### config.mk
export PLATFORM = sky130hd
export DESIGN_NAME = tpa_geom
export DESIGN_NICKNAME = d
export VERILOG_FILES = /design/src/tpa_pkg.sv /design/src/tpa_geom.sv
export SDC_FILE = /design/constraint.sdc
export NUM_CORES = 1
export LEC_CHECK = 0
export BUFFER_PORTS_ARGS = -buffer_cell sky130_fd_sc_hd__buf_2
export CORE_ASPECT_RATIO = 0.6
export CORE_MARGIN = 2
export CORE_UTILIZATION = 30
export DETAILED_ROUTE_END_ITERATION = 8
export PLACE_DENSITY_LB_ADDON = 0.08
export SLEW_MARGIN = 20
export SYNTH_ARGS = -nofsm -noshare
export SYNTH_HDL_FRONTEND = slang
export SYNTH_SLANG_ARGS = --single-unit
### constraint.sdc
create_clock -name vclk -period 7.8
set_input_delay 0.39 -clock vclk [all_inputs]
set_output_delay 0.39 -clock vclk [all_outputs]
set_load 0.1 [all_outputs]
### src/tpa_pkg.sv
`default_nettype none
package tpa_pkg;

    localparam int ADDR_W    = 40;
    localparam int CNT_W     = 13;
    localparam int STATUS_W  = 3;
    localparam int CMD_W     = 2;
    localparam int CFG_IDX_W = 2;
    localparam int CNT_MAX   = 2**CNT_W - 1;

    localparam int DEF_MAX_PAGES  = 4096;
    localparam int DEF_PAGE_BYTES = 4096;

    typedef logic [CMD_W-1:0]     t_cmd;
    typedef logic [STATUS_W-1:0]  t_status;
    typedef logic [CFG_IDX_W-1:0] t_cfg_idx;

    localparam t_cmd CMD_INIT  = 2'd0;
    localparam t_cmd CMD_ALLOC = 2'd1;
    localparam t_cmd CMD_FREE  = 2'd2;
    localparam t_cmd CMD_NOP   = 2'd3;

    localparam t_status ST_OK        = 3'd0;
    localparam t_status ST_OOM       = 3'd1;
    localparam t_status ST_MISALIGN  = 3'd2;
    localparam t_status ST_OUTSIDE   = 3'd3;
    localparam t_status ST_OVERFLOW  = 3'd4;

    localparam t_cfg_idx CFG_BASE_ADDR  = 2'd0;
    localparam t_cfg_idx CFG_KERN_PAGES = 2'd1;
    localparam t_cfg_idx CFG_USER_PAGES = 2'd2;

    localparam logic [CNT_W-1:0] RST_KERN_PAGES = 13'd1024;
    localparam logic [CNT_W-1:0] RST_USER_PAGES = 13'd3072;

endpackage
`default_nettype wire

### src/tpa_geom.sv
`default_nettype none
module tpa_geom #(
    parameter int MAX_PAGES  = tpa_pkg::DEF_MAX_PAGES,
    parameter int PAGE_BYTES = tpa_pkg::DEF_PAGE_BYTES
) (
    input  wire logic [tpa_pkg::ADDR_W-1:0]        i_base_addr,
    input  wire logic [tpa_pkg::CNT_W-1:0]         i_krnl_pages,
    input  wire logic [tpa_pkg::CNT_W-1:0]         i_user_pages,
    input  wire logic                              i_kern,
    output logic      [$clog2(MAX_PAGES+1)-1:0]    o_size,
    output logic      [$clog2(MAX_PAGES+1)-1:0]    o_slot0,
    output logic      [tpa_pkg::ADDR_W+1:0]        o_begin,
    output logic      [tpa_pkg::ADDR_W+1:0]        o_end
);
    import tpa_pkg::*;

    localparam int CW       = $clog2(MAX_PAGES+1);
    localparam int EW       = ADDR_W + 2;
    localparam int PB_SHIFT = $clog2(PAGE_BYTES);

    logic [CW-1:0] ksz;
    logic [CW-1:0] room;
    logic [CW-1:0] usz;
    logic [EW-1:0] region_off;

    // kernel region clipped to the page pool, user region to what is left
    assign ksz  = (i_krnl_pages < MAX_PAGES) ? CW'(i_krnl_pages) : CW'(MAX_PAGES);
    assign room = CW'(MAX_PAGES) - ksz;
    assign usz  = (i_user_pages < room) ? CW'(i_user_pages) : room;

    assign o_size     = i_kern ? ksz : usz;
    assign o_slot0    = i_kern ? '0 : ksz;
    assign region_off = i_kern ? '0 : (EW'(ksz) << PB_SHIFT);
    assign o_begin    = EW'(i_base_addr) + region_off;
    assign o_end      = o_begin + (EW'(o_size) << PB_SHIFT);

endmodule
`default_nettype wire

Yosys cells after proc, flatten, opt, wreduce, memory -nomap -nowiden
Index checks and enable logic that the tools add are counted.
{"block": "word_totals", "ff_bits": 0, "latchBits": 0, "ramBits": 0, "mem_bits_ro": 0, "out_inout_bits": 110, "word_cells": 10, "mem_count": 0}
{"block": "op_classes", "add_sub_neg": 3, "multipliers": 0, "div_mod_pow": 0, "n_lt_le_gt_ge": 2, "eq_ne": 0, "n_shift": 0, "muxes": 5, "bitwise_logic": 0, "n_reduce_logical": 0}
{"op": "two-way mux 13 bit", "n": 4}
{"op": "adder 42 x 25 -> 42 bit", "n": 1}
{"op": "adder 40 x 25 -> 41 bit", "n": 1}
{"op": "two-way mux 25 bit", "n": 1}
{"op": "less-than comparator 13 bit", "n": 1}
{"op": "less-than comparator 13 bit, second input constant", "n": 1}
{"op": "subtractor 13 bit, first input constant", "n": 1}

Longest topological paths before layout
Gate-level depths: netlist of the first run.
{"block": "depth", "depth_word": 7, "ltp_mapped": 28, "mapped_depth_nobuf": 26}

Worst setup path after synthesis of the first run
OpenSTA, ideal clock, no wires.
{"block": "synth_timing", "path_type": "input to output", "startpoint": "input port i_krnl_pages[12] (netlist name)", "endpoint": "output port o_end[25] (netlist name)", "arrival_time_ps": 9405, "t_required_ps": 7410, "path_slack_ps": -1995, "path_stages": 16, "path_cell_list": "clkbuf_1 clkbuf_1 nor3_1 ha_1 fa_1 a211oi_1 o21ai_1 a21oi_1 xnor2_1 ha_1 clkbuf_1 a21o_1 a21oi_1 a31oi_1 o31ai_1 a21boi_0"}
{"element": "from (decl)", "line_no": "tpa_geom.sv:7", "rtl": "input wire logic [tpa_pkg::CNT_W-1:0] i_krnl_pages,"}
{"element": "less-than comparator 13 bit", "line_no": "tpa_geom.sv:27", "rtl": "assign ksz = (i_krnl_pages < MAX_PAGES) ? CW'(i_krnl_pages) : CW'(MAX_PAGES);"}
{"element": "two-way mux 13 bit", "line_no": "tpa_geom.sv:27"}
{"element": "two-way mux 25 bit", "line_no": "tpa_geom.sv:33", "rtl": "assign region_off = i_kern ? '0 : (EW'(ksz) << PB_SHIFT);"}
{"element": "adder 40 x 25 -> 41 bit", "line_no": "tpa_geom.sv:34", "rtl": "assign o_begin = EW'(i_base_addr) + region_off;"}
{"element": "net o_begin (one bit)", "line_no": "tpa_geom.sv:12", "rtl": "output logic [tpa_pkg::ADDR_W+1:0] o_begin,"}
{"element": "adder 42 x 25 -> 42 bit", "line_no": "tpa_geom.sv:35", "rtl": "assign o_end = o_begin + (EW'(o_size) << PB_SHIFT);"}
{"element": "to (decl)", "line_no": "tpa_geom.sv:13", "rtl": "output logic [tpa_pkg::ADDR_W+1:0] o_end"}
The timed path passes the listed nets, and every way through them passes these cells.

Worst setup path after layout of the first run
{"block": "layout_timing", "startpoint": "input port i_krnl_pages[3] (netlist name)", "endpoint": "output port o_end[39] (netlist name)"}
{"block": "layout_via", "elab_chain_len": 7}
{"element": "less-than comparator 13 bit", "line_no": "tpa_geom.sv:27"}
{"element": "two-way mux 13 bit (*)", "line_no": "tpa_geom.sv:27"}
{"element": "subtractor 13 bit", "line_no": "tpa_geom.sv:28", "rtl": "assign room = CW'(MAX_PAGES) - ksz;"}
{"element": "less-than comparator 13 bit", "line_no": "tpa_geom.sv:29", "rtl": "assign usz = (i_user_pages < room) ? CW'(i_user_pages) : room;"}
{"element": "two-way mux 13 bit", "line_no": "tpa_geom.sv:29"}
{"element": "two-way mux 13 bit", "line_no": "tpa_geom.sv:31", "rtl": "assign o_size = i_kern ? ksz : usz;"}
{"element": "adder 42 x 25 -> 42 bit (*)", "line_no": "tpa_geom.sv:35"}
Mark *: on every way between the ends. The rest lies on a longest branch, timed or not.

==> results.md, run 1 <==
* Status: finished clean
* Critical path capture point type: output pin
* Post-Route Setup TNS at 0 ps
* IO Port Bufs at 139
* Required time worst endpoint at 7410 ps
* First DRT Iteration DRCs at 397
* 1st-pass router iterations at 5
* VDD IR max at 0.258 mV
* WL per Instance at 17.5 um
* DR vias at 4163
* I/O pin cnt at 177
* DR vias/cell at 5.66
* Met2 Use GR at 0.254
* DP Wirelength at 11.1 mm
* Avg Cell Area, Syn at 6.82 um2
* Simple-Gate Fraction of Synth Area at 0.301
* Syn-to-layout area delta at 32.0%
* Ant. Diodes at 0
* Post-synthesis mux area share at 0.00668
* CP most frequent cell: o21ai_0
* Pin count of the biggest net entering global routing at 34
* MaxCap Viol Count at 0
* Antenna Nets Post-Route at 0
* # setup viols final at 0
* Syn Inst Count at 494
* Pleak at 0.00200 uW
* Top delay family on crit path: compound AO/OA/AOI/OAI gates
* Initial antenna violation count at 0
* DRC at 0
* Core box area at 10700 um2
* Sequential share of the synthesized area at 0
* Die Ht at 86.1 um
* Unrepaired setup endpoints after global routing: no
* Vias in the first global route at 3643
* CP Launch Type: input port
* Rel. slew slack at 0.545
* Fin area at 4450 um2
* RePlAce Congestion at 0.868
* Critical Path AT at 6620 ps
* Setup Buffers After CTS at 0
* Slew Viols, Final at 0
* WHS Path Cells at 0
* Flip-flop and latch area at 0 um2
* Fmax at 143 MHz
* Clock Buffer Count at 0
* Busiest grt layer: met1
* Area share of fa/ha/maj cells after synthesis at 0.137
* Synth cell types at 76
* Type of the worst setup path: in2out
* Hold WC Path Type: in2out
* Share of cells above drive strength 1 at 0.337
* Largest family of logic cells by synthesized area: compound AO/OA/AOI/OAI gates
* Largest stage delay, worst path at 630 ps
* Fin. Hold Viols at 0
* Post-CTS Resized at 0
* Hold buffers post-CTS at 0
* First-pass GRT wire length at 19.7 mm
* Final Cycle Share at 0.898
* Area fraction in compound gates after synthesis at 0.304
* CP Max Fanout at 11
* GRT met1 Usage at 0.357
* Area after DPL at 4450 um2
* Worst slew pin tran at 671 ps
* Total GRT Usage at 0.200
* Remaining global-route overflow at 0
* Starting Density at 0.314
* Fin nets at 701
* Row count at 29
* Post-route minimum period at 7010 ps
* CP max-delay cell: or4_4
* Yosys Warn Count at 0
* Synth Area in XOR/XNOR at 0.137
* Worst Path Buf+Inv at 2
* Post-Route WL at 12.9 mm
* Post-Syn Area at 3370 um2
* WP depth at 25
* Die area at 12100 um2
* Met3 Track Usage GR at 0.0134
* Sequential cells at 0
* Die W at 141 um
* Total power density per cell area at 183 nW/um2
==> layout make-up <==
type               count  area, um2
fillers             1135       6290
inverters             30        113
multi-input cells    424       3310
well taps            139        174
repair buffers       143        846
==> per-layer routing <==
metal | vias to the layer above | part of all wire
met5 | - | 0
met4 | 0 | 0.0033
met3 | 10 | 0.072
met2 | 162 | 0.37
met1 | 1968 | 0.55
li1 | 2023 | -
==> layout by cell type (no fill, tap or decap), types with 9 or more instances in the layout <==
cell and count:
xnor2_1 24, nand3_1 18, xnor2_2 9, a21oi_1 33
a211oi_1 10, nor2_1 53, nor3_1 21, ha_1 33
buf_2 131, inv_1 29, a21o_1 10, xor2_1 15
o21ai_0 17, nand2_1 33
==> metrics by stage <==
stage                     setup WS [ps]  hold WS (ps)   util  instances  total power (uW)
final                               795           780  0.414        736               815
after global placement              959           781  0.414        736               809
after global routing                332           780  0.414        736               850
after CTS                           811           781  0.414        736               814
after floorplan                    13.5           992      -        495               728
after detailed placement            816           781  0.414        736               811
==> cell usage after synthesis, types with 3 or more instances <==
library cell	count	area share
nor2b_1	4	0.0074
nor2_1	54	0.060
nor4_1	7	0.013
a21o_1	10	0.022
a22oi_1	6	0.013
o31ai_1	4	0.0089
nand2_1	33	0.037
o21bai_1	3	0.0067
a32oi_1	3	0.0078
clkbuf_1	11	0.012
o21ai_1	4	0.0059
xor2_1	17	0.044
nor4_2	3	0.011
nand4_1	6	0.011
xnor2_1	33	0.086
a21oi_1	33	0.049
o21a_1	3	0.0067
buf_4	26	0.058
o32ai_1	8	0.021
o21ai_0	19	0.028
nand3_1	18	0.027
or3_1	6	0.011
a31oi_1	6	0.011
nor3_1	31	0.046
a211oi_1	10	0.022
ha_1	33	0.12
inv_1	29	0.032
nand3b_1	3	0.0067
nand2b_1	6	0.011
and3_1	5	0.0093
==> final timing paths <==
path    endpoint       startpoint  slack [ps]
max    o_end[39]  i_krnl_pages[3]         790
min   o_begin[7]   i_base_addr[7]         780
==> power breakdown <==
group	total [uW]	internal [uW]	switching, uW
clock	0	0	0
sequential	0	0	0
combinational	815	167	648
total	815	167	648
==> logic make-up (layout without fill, tap and decap cells) <==
| logic type | count (synthesis) | after routing |
|---|---|---|
| AOI/OAI and AO/OA | 141 | 141 |
| buffers and inverters | 71 | 173 |
| and+or+nand+nor | 193 | 193 |
| other | 1 | 2 |
| muxes | 1 | 1 |
| adders and majority gates | 36 | 36 |
| xor gates and xnor gates | 51 | 51 |
Note: power is estimated with default switching activity, not from simulation.
==> run 2: changes to the inputs <==
Settings changed: ABC_AREA from default to 1, GPL_TIMING_DRIVEN from default to 0, SKIP_LAST_GASP from default to 1.
==> results.md, run 2 <==
* Slew Viols, Final at 0 (unchanged)
* First DRT Iteration DRCs at 197 (-50%)
* Post-synthesis mux area share at 0 (-0.00668)
* Die Ht at 83.3 um (-3.2%)
* Worst slew pin tran at 615 ps (-56.5 ps)
* Required time worst endpoint at 7410 ps (about the same)
* Hold slack at 1160 ps (+383 ps)
* VDD IR max at 0.137 mV (-47%)
* Die W at 136 um (-3.3%)
* Post-synth top cells: nand2_1 (137), inv_1 (72), nor2_1 (51)
* DR vias/cell at 4.77 (-16%)
* Starting Density at 0.314 (about the same)
* Simple-Gate Fraction of Synth Area at 0.423 (+0.122)
* Largest family of logic cells by synthesized area: simple AND/OR/NAND/NOR gates
* Clock Buffer Count at 0 (unchanged)
* Proportion of power drawn by combinational gates at 1.000 (about the same)
* Commonest cells after routing, fill and taps aside: buf_2 (163), nand2_1 (137), inv_1 (72), nor2_1 (51), nand3_1 (48)
* Post-Syn Area at 3140 um2 (-6.7%)
* Total GRT Usage at 0.206 (+0.00538)
* Fmax at 150 MHz (+5.0%)
* Post-Route WL at 12.0 mm (-6.7%)
* DP Wirelength at 10.7 mm (-3.4%)
* I/O pin cnt at 177 (unchanged)
* IO Port Bufs at 163 (+17%)
* Pin count of the biggest net entering global routing at 11 (-68%)
* Sw frac at 0.829 (+0.0336)
* Leading cell type in the layout, fill and taps excluded: buf_2
* Seq pwr share at 0 (unchanged)
* Pleak at 0.00251 uW (+26%)
* Critical path capture point type: output pin
* Initial antenna violation count at 0 (unchanged)
* Status: finished clean
* Placed Instances at 855 (+16%)
* Switching power at 761 uW (+17%)
* Area share of fa/ha/maj cells after synthesis at 0.144 (+0.00666)
* CP most frequent cell: nand2_1
* Fin. Hold Viols at 0 (unchanged)
* Remaining global-route overflow at 0 (unchanged)
* Post-route minimum period at 6670 ps (-336 ps)
* DRC at 0 (unchanged)
* Synth Area in XOR/XNOR at 0.119 (-0.0177)
* Final Cycle Share at 0.855 (-0.0431)
* Final std cells w/o fill at 855 (+16%)
* Type of the worst setup path: in2out
* Flip-flop and latch area at 0 um2 (unchanged)
* Area contributors post-synth: nand2_1 (16%), ha_1 (13%), xor2_1 (9.2%)
* Largest stage delay, worst path at 440 ps (-190 ps)
* Synth cell types at 40 (-47%)
* # setup viols final at 0 (unchanged)
* Share of cells above drive strength 1 at 0.342 (+0.00498)
* Fin nets at 824 (+18%)
* Setup Buffers After CTS at 0 (unchanged)
* DR vias at 4079 (-2.0%)
* 1st-pass router iterations at 5 (unchanged)
* CP Launch Type: input port
* Syn-to-layout area delta at 33.8%
* Avg Cell Area, Syn at 5.66 um2 (-17%)
* CP max-delay cell: buf_2
* Vias in the first global route at 3701 (+1.6%)
* CP Max Fanout at 10 (-1)
* Post-Route Setup TNS at 0 ps (unchanged)
* Synth top area share at 0.164 (+0.0410)
* Internal power at 158 uW (-5.8%)
* Hold buffers post-CTS at 0 (unchanged)
* MaxCap Viol Count at 0 (unchanged)
* Antenna Nets Post-Route at 0 (unchanged)
* Sequential cells at 0 (unchanged)
* Top delay family on crit path: simple AND/OR/NAND/NOR gates
* Rel. slew slack at 0.590 (+0.0448)
* Number of fill cells at 1169 (+3.0%)
* Clock power share at 0 (unchanged)
* Row count at 28 (-3.4%)
* Ant. Diodes at 0 (unchanged)
* RePlAce Congestion at 0.922 (+6.2%)
* Core box area at 10000 um2 (-6.7%)
* Sequential share of the synthesized area at 0 (unchanged)
* WL per Instance at 14.0 um (-20%)
* First-pass GRT wire length at 18.8 mm (-4.5%)
* Cell with the most instances after synthesis: nand2_1
* Yosys Warn Count at 0 (unchanged)
* Total power density per cell area at 218 nW/um2 (+19%)
* Unrepaired setup endpoints after global routing: no
* Hold WC Path Type: in2out
* Area fraction in compound gates after synthesis at 0.150 (-0.155)
* Critical Path AT at 6280 ps (-340 ps)
* Worst Path Buf+Inv at 5 (+3)
* Dominant cell type by area after synthesis: nand2_1
* Post-CTS Resized at 0 (unchanged)
* Syn Inst Count at 556 (+13%)
* Die area at 11300 um2 (-6.4%)
-- run 2: changes by cell type after synthesis, moves of 10 or more --
cell      change
nand2_2      +17
xor2_1       +16
o21ai_0      +11
nor3_1       -26
a211oi_1     -10
nand2_1     +104
inv_1        +43
nand3_1      +30
xnor2_1      -27
-- run 2: worst paths after layout --
| kind | start | endpoint | depth (start not counted) |
|---|---|---|---|
| max | i_krnl_pages[3] | o_end[37] | 37 |
| min | i_base_addr[11] | o_end[11] | 2 |
-- run 2: layer usage --
metal | GRT usage | vias up | share of wire
met4 | 0.00473 | 0 | 0.0032
met3 | 0.0104 | 4 | 0.059
met2 | 0.282 | 151 | 0.36
met1 | 0.354 | 1823 | 0.57
li1 | - | 2101 | -
met5 | 0 | - | 0
-- run 2: per-stage QoR --
stage	power [uW]	utilization	cell area [um2]	worst slack, ps
after floorplan	770	-	3220	73.3
after global routing	961	0.420	4210	524
after detailed placement	917	0.420	4210	1210
after CTS	918	0.420	4210	1200
final	919	0.420	4210	1130
after global placement	912	0.420	4210	1200
-- run 2: cell families (layout without fill, tap and decap cells) --
| kind of cell | after synthesis | in the layout |
|---|---|---|
| adders and majority gates | 35 | 35 |
| AOI/OAI and AO/OA | 85 | 85 |
| and+or+nand+nor | 286 | 286 |
| other | 1 | 2 |
| xor gates and xnor gates | 41 | 41 |
| buffers and inverters | 108 | 271 |
-- run 2: power groups by stage --
stage	registers [uW]	clock network (uW)	logic [uW]
finish	0	0	919
global route	0	0	961
CTS	0	0	918
detailed placement	0	0	917
global placement	0	0	912
floorplan	0	0	770
-- run 2: cell type report --
| type | count | area, um2 | share of cell area |
|---|---|---|---|
| Multi-Input combinational cell | 449 | 2710 | 0.644 |
| Timing Repair Buffer | 163 | 816 | 0.194 |
| Inverter | 75 | 282 | 0.0669 |
| Buffer | 33 | 233 | 0.0553 |
| Tap cell | 135 | 169 | 0.0401 |
